[config.mk]
export PLATFORM = sky130hd
export DESIGN_NAME = disjoint_interval_set
export DESIGN_NICKNAME = d
export VERILOG_FILES = /design/src/rtl/core/dis_pkg.sv /design/src/rtl/core/dis_ram.sv /design/src/rtl/core/disjoint_interval_set.sv
export SDC_FILE = /design/constraint.sdc
export NUM_CORES = 2
export LEC_CHECK = 0
export ABC_AREA = 0
export CAP_MARGIN = 20
export CORE_MARGIN = 2
export CORE_UTILIZATION = 60
export CTS_BUF_LIST = sky130_fd_sc_hd__clkbuf_8 sky130_fd_sc_hd__clkbuf_16
export DETAILED_ROUTE_END_ITERATION = 16
export DONT_BUFFER_PORTS = 1
export PLACE_DENSITY = 0.8
export SYNTH_ARGS = -nofsm -noshare
export SYNTH_HDL_FRONTEND = slang
export SYNTH_HIERARCHICAL = 1
export SYNTH_SLANG_ARGS = --single-unit
[constraint.sdc]
create_clock -name clock -period 6.3 [get_ports clock]
set_input_delay 0.315 -clock clock [delete_from_list [all_inputs] [get_ports clock]]
set_output_delay 0.315 -clock clock [all_outputs]
set_load 0.05 [all_outputs]
[src/rtl/core/dis_pkg.sv]
`timescale 1ns / 1ps
`default_nettype none
// ----------------------------------------------------------------------------
// dis_pkg: shared definitions for the disjoint interval set
// Table sizes, entry layout, result status codes and sequencer states.
// ----------------------------------------------------------------------------
package dis_pkg;

   // table geometry
   localparam int MaxRanges   = 32;
   localparam int ValueWidth  = 16;
   localparam int CountWidth  = $clog2(MaxRanges + 1);
   localparam int AddrWidth   = $clog2(MaxRanges);
   localparam int EntryWidth  = 2 * ValueWidth;

   // stream payload widths
   localparam int StatusWidth  = 3;
   localparam int RspDataWidth = ((2 * ValueWidth + CountWidth + 7) / 8) * 8;
   localparam int ReqDataWidth = ((ValueWidth + 7) / 8) * 8;

   // request kinds
   localparam logic CmdAdd  = 1'b0;
   localparam logic CmdList = 1'b1;

   // result status codes
   typedef logic [StatusWidth-1:0] status_type;
   localparam status_type StMerged   = 3'd0;
   localparam status_type StInserted = 3'd1;
   localparam status_type StFull     = 3'd2;
   localparam status_type StRange    = 3'd3;
   localparam status_type StEmpty    = 3'd4;

   // sequencer states, one-hot
   typedef enum logic [11:0] {
      StIdle    = 12'b0000_0000_0001,
      StScanRd  = 12'b0000_0000_0010,
      StScanChk = 12'b0000_0000_0100,
      StDecide  = 12'b0000_0000_1000,
      StShdRd   = 12'b0000_0001_0000,
      StShdWr   = 12'b0000_0010_0000,
      StShuRd   = 12'b0000_0100_0000,
      StShuWr   = 12'b0000_1000_0000,
      StLstRd   = 12'b0001_0000_0000,
      StLstLd   = 12'b0010_0000_0000,
      StResp    = 12'b0100_0000_0000,
      StSpare   = 12'b1000_0000_0000
   } state_type;

endpackage
`default_nettype wire

[src/rtl/core/dis_ram.sv]
`timescale 1ns / 1ps
`default_nettype none
// ----------------------------------------------------------------------------
// dis_ram: generic single-port-write, single-port-read memory
// One write and one registered read per cycle; contents not reset.
// ----------------------------------------------------------------------------
module dis_ram #(
   parameter int Width = 32,
   parameter int Depth = 32
) (
   input  wire logic                     clock,
   input  wire logic                     wr_en,
   input  wire logic [$clog2(Depth)-1:0] wr_addr,
   input  wire logic [Width-1:0]         wr_data,
   input  wire logic [$clog2(Depth)-1:0] rd_addr,
   output logic      [Width-1:0]         rd_data
);

   logic [Width-1:0] mem_ff [Depth];
   logic [Width-1:0] rd_data_ff;

   // write port
   always_ff @(posedge clock) begin
      if (wr_en) begin
         mem_ff[wr_addr] <= wr_data;
      end
   end

   // registered read port
   always_ff @(posedge clock) begin
      rd_data_ff <= mem_ff[rd_addr];
   end

   assign rd_data = rd_data_ff;

endmodule
`default_nettype wire

[src/rtl/core/disjoint_interval_set.sv]
`timescale 1ns / 1ps
`default_nettype none
// ----------------------------------------------------------------------------
// disjoint_interval_set: sorted table of disjoint, non-adjacent value ranges
// Add requests cover, extend, merge or insert ranges; list requests stream
// every held range in order. Bounds live in one RAM, worked by a sequencer.
// ----------------------------------------------------------------------------
// Flow: an add reads and checks each range scanned, then decides; a merge or insert
//   then reads and writes each entry moved; the result is registered and presented
//   in the response state. At most 32 ranges are scanned or entries moved.
// A list passes through read, load and present states for each range.
// One request at a time; req_tready is high only while the sequencer is idle.
// Reset empties the table (held count to zero); RAM contents are not cleared.
module disjoint_interval_set (
   input  wire logic                             clock,
   input  wire logic                             reset,
   // request channel
   input  wire logic                             req_tvalid,
   output logic                                  req_tready,
   input  wire logic [dis_pkg::ReqDataWidth-1:0] req_tdata,  // [15:0] value
   input  wire logic [0:0]                       req_tuser,  // [0] cmd
   // result channel
   output logic                                  rsp_tvalid,
   input  wire logic                             rsp_tready,
   // [15:0] range_low, [31:16] range_high, [37:32] range_count, rest zero
   output logic      [dis_pkg::RspDataWidth-1:0] rsp_tdata,
   output logic      [dis_pkg::StatusWidth-1:0]  rsp_tuser,  // [2:0] status
   output logic                                  rsp_tlast
);

   localparam int VW = dis_pkg::ValueWidth;
   localparam int CW = dis_pkg::CountWidth;
   localparam int AW = dis_pkg::AddrWidth;
   localparam int EW = dis_pkg::EntryWidth;

   dis_pkg::state_type state_ff, state_in;
   logic [CW-1:0]      count_ff, count_in;
   logic [CW-1:0]      k_ff, k_in;
   logic [CW-1:0]      idx_ff, idx_in;
   logic [VW-1:0]      val_ff, val_in;
   logic [EW-1:0]      prev_ff, prev_in;
   logic [EW-1:0]      next_ff, next_in;
   logic               rsp_valid_ff, rsp_valid_in;
   dis_pkg::status_type status_ff, status_in;
   logic [VW-1:0]      lo_ff, lo_in;
   logic [VW-1:0]      hi_ff, hi_in;
   logic               last_ff, last_in;

   logic               ram_wr_en;
   logic [AW-1:0]      ram_wr_addr;
   logic [EW-1:0]      ram_wr_data;
   logic [AW-1:0]      ram_rd_addr;
   logic [EW-1:0]      ram_rd_data;

   logic               req_fire;
   logic               rsp_fire;
   logic               has_prev;
   logic               has_next;
   logic               covered;
   logic               left_adj;
   logic               right_adj;
   logic               start_above;

   // bounds memory: start in upper half, end in lower half
   dis_ram #(
      .Width (EW),
      .Depth (dis_pkg::MaxRanges)
   ) u_ram (
      .clock   (clock),
      .wr_en   (ram_wr_en),
      .wr_addr (ram_wr_addr),
      .wr_data (ram_wr_data),
      .rd_addr (ram_rd_addr),
      .rd_data (ram_rd_data)
   );

   assign req_fire = req_tvalid && req_tready;
   assign rsp_fire = rsp_tvalid && rsp_tready;

   // shared compare: scanned start against the request value
   assign start_above = ram_rd_data[EW-1:VW] > val_ff;

   // neighbor tests, widened so the top value never wraps to zero
   assign has_prev  = idx_ff != '0;
   assign has_next  = idx_ff != count_ff;
   assign covered   = has_prev && (prev_ff[VW-1:0] >= val_ff);
   assign left_adj  = has_prev &&
                      (({1'b0, prev_ff[VW-1:0]} + (VW+1)'(1)) == {1'b0, val_ff});
   assign right_adj = has_next &&
                      ({1'b0, next_ff[EW-1:VW]} == ({1'b0, val_ff} + (VW+1)'(1)));

   // sequencer
   always_comb begin
      state_in     = state_ff;
      count_in     = count_ff;
      k_in         = k_ff;
      idx_in       = idx_ff;
      val_in       = val_ff;
      prev_in      = prev_ff;
      next_in      = next_ff;
      rsp_valid_in = rsp_valid_ff;
      status_in    = status_ff;
      lo_in        = lo_ff;
      hi_in        = hi_ff;
      last_in      = last_ff;
      ram_wr_en    = 1'b0;
      ram_wr_addr  = k_ff[AW-1:0];
      ram_wr_data  = ram_rd_data;
      ram_rd_addr  = k_ff[AW-1:0];

      case (state_ff)
         dis_pkg::StIdle: begin
            if (req_fire) begin
               val_in = req_tdata[VW-1:0];
               k_in   = '0;
               idx_in = '0;
               if (req_tuser[0] == dis_pkg::CmdList) begin
                  if (count_ff == '0) begin
                     status_in    = dis_pkg::StEmpty;
                     lo_in        = '0;
                     hi_in        = '0;
                     last_in      = 1'b1;
                     rsp_valid_in = 1'b1;
                     state_in     = dis_pkg::StResp;
                  end else begin
                     state_in = dis_pkg::StLstRd;
                  end
               end else if (count_ff == '0) begin
                  state_in = dis_pkg::StDecide;
               end else begin
                  state_in = dis_pkg::StScanRd;
               end
            end
         end

         // scan for the first range starting above the value
         dis_pkg::StScanRd: begin
            state_in = dis_pkg::StScanChk;
         end

         dis_pkg::StScanChk: begin
            if (start_above) begin
               next_in  = ram_rd_data;
               idx_in   = k_ff;
               state_in = dis_pkg::StDecide;
            end else begin
               prev_in = ram_rd_data;
               k_in    = k_ff + CW'(1);
               if ((k_ff + CW'(1)) == count_ff) begin
                  idx_in   = count_ff;
                  state_in = dis_pkg::StDecide;
               end else begin
                  state_in = dis_pkg::StScanRd;
               end
            end
         end

         // pick covered, extend, merge, insert or drop
         dis_pkg::StDecide: begin
            lo_in     = '0;
            hi_in     = '0;
            last_in   = 1'b1;
            status_in = dis_pkg::StMerged;
            if (covered) begin
               rsp_valid_in = 1'b1;
               state_in     = dis_pkg::StResp;
            end else if (left_adj && right_adj) begin
               ram_wr_en   = 1'b1;
               ram_wr_addr = AW'(idx_ff - CW'(1));
               ram_wr_data = {prev_ff[EW-1:VW], next_ff[VW-1:0]};
               k_in        = idx_ff;
               state_in    = dis_pkg::StShdRd;
            end else if (left_adj) begin
               ram_wr_en    = 1'b1;
               ram_wr_addr  = AW'(idx_ff - CW'(1));
               ram_wr_data  = {prev_ff[EW-1:VW], val_ff};
               rsp_valid_in = 1'b1;
               state_in     = dis_pkg::StResp;
            end else if (right_adj) begin
               ram_wr_en    = 1'b1;
               ram_wr_addr  = idx_ff[AW-1:0];
               ram_wr_data  = {val_ff, next_ff[VW-1:0]};
               rsp_valid_in = 1'b1;
               state_in     = dis_pkg::StResp;
            end else if (count_ff == CW'(dis_pkg::MaxRanges)) begin
               status_in    = dis_pkg::StFull;
               rsp_valid_in = 1'b1;
               state_in     = dis_pkg::StResp;
            end else begin
               k_in     = count_ff;
               state_in = dis_pkg::StShuRd;
            end
         end

         // merge: close the gap, moving entries down by one
         dis_pkg::StShdRd: begin
            if ((k_ff + CW'(1)) < count_ff) begin
               ram_rd_addr = AW'(k_ff + CW'(1));
               state_in    = dis_pkg::StShdWr;
            end else begin
               count_in     = count_ff - CW'(1);
               rsp_valid_in = 1'b1;
               state_in     = dis_pkg::StResp;
            end
         end

         dis_pkg::StShdWr: begin
            ram_wr_en   = 1'b1;
            ram_wr_addr = k_ff[AW-1:0];
            ram_wr_data = ram_rd_data;
            k_in        = k_ff + CW'(1);
            state_in    = dis_pkg::StShdRd;
         end

         // insert: open a slot, moving entries up by one
         dis_pkg::StShuRd: begin
            if (k_ff > idx_ff) begin
               ram_rd_addr = AW'(k_ff - CW'(1));
               state_in    = dis_pkg::StShuWr;
            end else begin
               ram_wr_en    = 1'b1;
               ram_wr_addr  = idx_ff[AW-1:0];
               ram_wr_data  = {val_ff, val_ff};
               count_in     = count_ff + CW'(1);
               status_in    = dis_pkg::StInserted;
               rsp_valid_in = 1'b1;
               state_in     = dis_pkg::StResp;
            end
         end

         dis_pkg::StShuWr: begin
            ram_wr_en   = 1'b1;
            ram_wr_addr = k_ff[AW-1:0];
            ram_wr_data = ram_rd_data;
            k_in        = k_ff - CW'(1);
            state_in    = dis_pkg::StShuRd;
         end

         // list: one range per pass
         dis_pkg::StLstRd: begin
            state_in = dis_pkg::StLstLd;
         end

         dis_pkg::StLstLd: begin
            status_in    = dis_pkg::StRange;
            lo_in        = ram_rd_data[EW-1:VW];
            hi_in        = ram_rd_data[VW-1:0];
            last_in      = (k_ff + CW'(1)) == count_ff;
            rsp_valid_in = 1'b1;
            state_in     = dis_pkg::StResp;
         end

         // hold the result until taken
         dis_pkg::StResp: begin
            if (rsp_fire) begin
               rsp_valid_in = 1'b0;
               if (last_ff) begin
                  state_in = dis_pkg::StIdle;
               end else begin
                  k_in     = k_ff + CW'(1);
                  state_in = dis_pkg::StLstRd;
               end
            end
         end

         default: begin
            rsp_valid_in = 1'b0;
            state_in     = dis_pkg::StIdle;
         end
      endcase
   end

   // control registers
   always_ff @(posedge clock) begin
      if (reset) begin
         state_ff     <= dis_pkg::StIdle;
         count_ff     <= '0;
         rsp_valid_ff <= 1'b0;
      end else begin
         state_ff     <= state_in;
         count_ff     <= count_in;
         rsp_valid_ff <= rsp_valid_in;
      end
   end

   // working and payload registers
   always_ff @(posedge clock) begin
      k_ff      <= k_in;
      idx_ff    <= idx_in;
      val_ff    <= val_in;
      prev_ff   <= prev_in;
      next_ff   <= next_in;
      status_ff <= status_in;
      lo_ff     <= lo_in;
      hi_ff     <= hi_in;
      last_ff   <= last_in;
   end

   // ports
   assign req_tready = state_ff == dis_pkg::StIdle;
   assign rsp_tvalid = rsp_valid_ff;
   assign rsp_tuser  = status_ff;
   assign rsp_tlast  = last_ff;
   assign rsp_tdata  = {(dis_pkg::RspDataWidth - 2 * VW - CW)'(0), count_ff, hi_ff, lo_ff};

   // held count never exceeds the table size
   a_count_bound: assert property (@(posedge clock) disable iff (reset)
      count_ff <= CW'(dis_pkg::MaxRanges))
      else $error("held count beyond table size");

   // no request is taken while a result is pending
   a_no_overlap: assert property (@(posedge clock) disable iff (reset)
      !(req_tready && rsp_tvalid))
      else $error("request accepted with result pending");

   // held count moves by at most one per cycle
   a_count_step: assert property (@(posedge clock) disable iff (reset)
      (count_ff == $past(count_ff)) || (count_ff == $past(count_ff) + CW'(1)) ||
      (count_ff == $past(count_ff) - CW'(1)))
      else $error("held count jumped");

   // an insert always leaves a non-empty table
   a_insert_nonempty: assert property (@(posedge clock) disable iff (reset)
      (rsp_tvalid && (rsp_tuser == dis_pkg::StInserted)) |-> (count_ff != '0))
      else $error("insert reported with empty table");

   // listed ranges are well formed
   a_range_order: assert property (@(posedge clock) disable iff (reset)
      (rsp_tvalid && (rsp_tuser == dis_pkg::StRange)) |-> (lo_ff <= hi_ff))
      else $error("listed range has low above high");

endmodule
`default_nettype wire
==> metrics.md <==
| Metric | Value |
|---|---|
| PortBufs | `0` |
| Post-synth top area share | `0.690` |
| Total CTS buffers | `115` |
| Fin util | `0.680` |
| Required @ worst endpoint | `6.58 ns` |
| Status | `finished, final reports clean` |
| Reg-to-reg endpoint | `u_ram/mem_ff[15][7]$_DFFE_PP_` |
| Top post-synthesis cells by count | `edfxtp_1, mux2i_1, nand2_1, a21oi_1, nor2_1` |
| Crit-path cells | `nand4_1 > nor3_1 > mux2i_1 > mux2i_1 > or4_4 > or2_1 > mux2i_1 > a21o_1 > a21oi_1 > o22ai_1 > nand3b_1 > nor2_4 > buf_4` |
| Vias per cell | `6.59` |
| Max Buffers Root-to-Sink | `3` |
| Dominant synthesized flop cell | `edfxtp_1` |
| Critical Path Start | `val_ff[0]$_DFFE_PP_` |
| Synth cell types | `83` |
| R2r setup slk | `0.52 ns` |
| Vias | `29478` |
| R2R cell count | `13` |
| Nets | `3374` |
| Dpl ws | `0.758 ns` |
| DR pass1 iterations | `6` |
| Clk_lat worst skew | `0.72 ns` |
| Vias in the first global route | `29153` |
| PwrDens | `491 nW/µm²` |
| Endpoints failing hold | `0` |
| Setup crit end kind | `register` |
| Syn Area/Cell | `15.6 µm²` |
| Total Power | `27500 µW` |
| RSZ-0062 raised after global routing | `no` |
| Cell mode on critical path | `mux2i_1` |
| Share of flip-flops with an asynchronous set or reset | `0` |
| Normalized max-slew margin | `0.274` |
| Top sig layer | `met5` |
| Worst-path clk slew | `0.06 ns` |
| DRT antenna net count | `0` |
| Clock skew | `0.0892 ns` |
| CTS Sinks | `1202` |
| Met2 wire length | `60.0 mm` |
| Layout cell share with drive strength beyond 1 | `0.119` |
| Global route total overflow | `0` |
| Most frequent cell after synthesis | `edfxtp_1` |
| Worst Hold Class | `in -> reg` |
| Post_cts resized | `0` |
| CTS tree | `built` |
| Routed wire per std cell | `28.2 µm` |
| Final Wtd Congestion | `0.934` |
| First-pass GRT wire length | `188 mm` |
| YS warnings | `6` |
| Yosys reg bits | `1202` |
| Post-synth EDFFs | `1152` |
| Boundary Pins | `67` |
| Setup ws final | `0.518 ns` |
| Slowest cell on the critical path | `o22ai_1` |
| Cell taking the most area after synthesis | `edfxtp_1` |
| Tightest Pin Transition | `1.09 ns` |
| Critical Path Fanout Max | `32` |
| Die ar. | `85800 µm²` |
| Setup TNS | `0 ns` |
| Slowest stage delay, CP | `0.84 ns` |
| Max Fclk | `173 MHz` |
| Routed met3 length | `13.2 mm` |
| Hold Crit Depth | `4` |
| Synthesized area | `50100 µm²` |
| Seq/Total Area, Yosys | `0.710` |
| Drt total wl | `126 mm` |
| Die span in y | `293 µm` |
| Largest net degree at the start of global routing | `103` |
| Crit path DAT | `6.06 ns` |
| Die Wd | `293 µm` |
| H-tree depth | `3` |
| Cell count after synthesis | `3217` |
| Leakage power | `0.0192 µW` |
| Initial Util | `0.608` |
| Fin. max-slew vios | `0` |
| Worst setup path class | `reg -> reg` |
| Critical path startpoint category | `register` |
| Min Tclk post-route | `5.78 ns` |
| GRT Util Overall | `0.294` |
| DRC | `0` |
| Max-Cap Viols | `0` |
| Top cells by area, synth | `edfxtp_1, mux2i_1, dfxtp_1` |
| Detailed Place HPWL | `79.6 mm` |
| Worst VDD drop | `314 µV` |
| R2r startpoint | `val_ff[0]$_DFFE_PP_` |
| Core area | `82400 µm²` |
| CP endpoint | `u_ram/mem_ff[15][7]$_DFFE_PP_` |
| DR iter-0 viols | `4028` |
| Fill cells | `5231` |
| Initial antenna violation count | `3` |
| Placement Rows | `105` |
| Synthesis-to-finish area growth | `11.7%` |
| CTS Root Cell | `clkbuf_16` |
| Final setup fails | `0` |
| DRT met1 WL | `48.2 mm` |
| Fin crit share | `0.918` |
flip-flops by register name (all words and copies together) (netlist names):
signal	flops
prev_ff	32
count_ff	6
val_ff	16
next_ff	32
rsp_tvalid	1
state_ff	11
idx_ff	6
u_ram/mem_ff	1024
lo_ff	16
rsp_tuser	3
k_ff	6
rsp_tlast	1
u_ram/rd_data	32
hi_ff	16
layout make-up:
cell class                 count  area (µm²)  area share
clock buffer                 125        3020      0.0539
sequential                  1202       35600       0.636
multi-input combinational   1792       13700       0.245
timing repair buffer         146        1320      0.0235
tap                         1070        1340      0.0239
clock inverter                91         831      0.0148
antenna                        2        5.00   0.0000894
inverter                      42         158     0.00282
worst min path at each step:
stage	startpoint	slack, ns	to
3_3_place_gp	reset	0.39	rsp_tvalid$_SDFFE_PP0P_
6_report	req_tuser	0.07	rsp_tvalid$_SDFFE_PP0P_
3_5_place_dp	reset	0.39	state_ff[10]$_SDFFE_PP0P_
5_1_grt	req_tuser	0.07	rsp_tvalid$_SDFFE_PP0P_
2_1_floorplan	reset	0.38	rsp_tvalid$_SDFFE_PP0P_
4_1_cts	req_tuser	0.04	rsp_tvalid$_SDFFE_PP0P_
cell families (layout without fill, tap and decap cells):
family | Yosys count | after routing | share of synthesized area
compound gates | 545 | 545 | 0.0760
xor+xnor | 61 | 61 | 0.0108
fa+ha+maj | 54 | 54 | 0.0136
buf+inv | 224 | 404 | 0.0239
flops | 1202 | 1202 | 0.710
mux | 528 | 528 | 0.105
other cells | 1 | 4 | 0.0000748
simple gates | 602 | 602 | 0.0598
worst max-delay path: cells and delay by family, from the launching register on:
family | cells | cell delay (ns)
AOI/OAI and AO/OA | 3 | 1.07
buffers and inverters | 1 | 0.45
DFF | 1 | 0.69
muxes | 3 | 0.59
and+or+nand+nor | 6 | 2.53
cells in the final DEF (no fill, tap or decap), types with 14 or more instances in the layout:
| master | instances |
|---|---|
| clkbuf_16 | 115 |
| nor2_1 | 87 |
| buf_4 | 113 |
| xor2_1 | 16 |
| a22o_1 | 64 |
| a22oi_1 | 101 |
| inv_1 | 69 |
| a21oi_1 | 139 |
| nand2_1 | 146 |
| ha_1 | 53 |
| mux2i_1 | 527 |
| nor3_1 | 49 |
| nand2b_1 | 18 |
| clkinv_1 | 18 |
| dlygate4sd3_1 | 20 |
| a221oi_2 | 24 |
| nand3b_1 | 14 |
| clkinv_2 | 20 |
| xnor2_1 | 43 |
| o22ai_1 | 38 |
| nor2_4 | 40 |
| edfxtp_1 | 1152 |
| dfxtp_1 | 50 |
| o21ai_0 | 45 |
| nand3_1 | 117 |
| a21o_1 | 17 |
| a31oi_1 | 54 |
| and2_1 | 34 |
timing repair:
action                                 4_1_cts  5_1_grt
hold buffers                                20        0
endpoints found under the hold margin       34        0
buffers inserted                             0        0
per-stage QoR:
stage	area (µm²)	instances	hold slack, ns
3_3_place_gp	51900	4230	0.390
4_1_cts	55900	4466	0.0385
2_1_floorplan	50100	3218	0.384
3_5_place_dp	51900	4230	0.390
5_1_grt	56000	4469	0.0717
6_report	56000	4470	0.0731
routing by layer:
layer  up-vias  GRT usage
met3       304     0.0538
met5         -          0
met1     14680      0.404
li1      12758          -
met2      1732      0.472
met4         4      0.111
power breakdown:
part | internal, µW | switching (µW)
clock | 3910 | 2980
sequential | 10400 | 1030
combinational | 2910 | 6310
(Power assumes the default switching activity.)
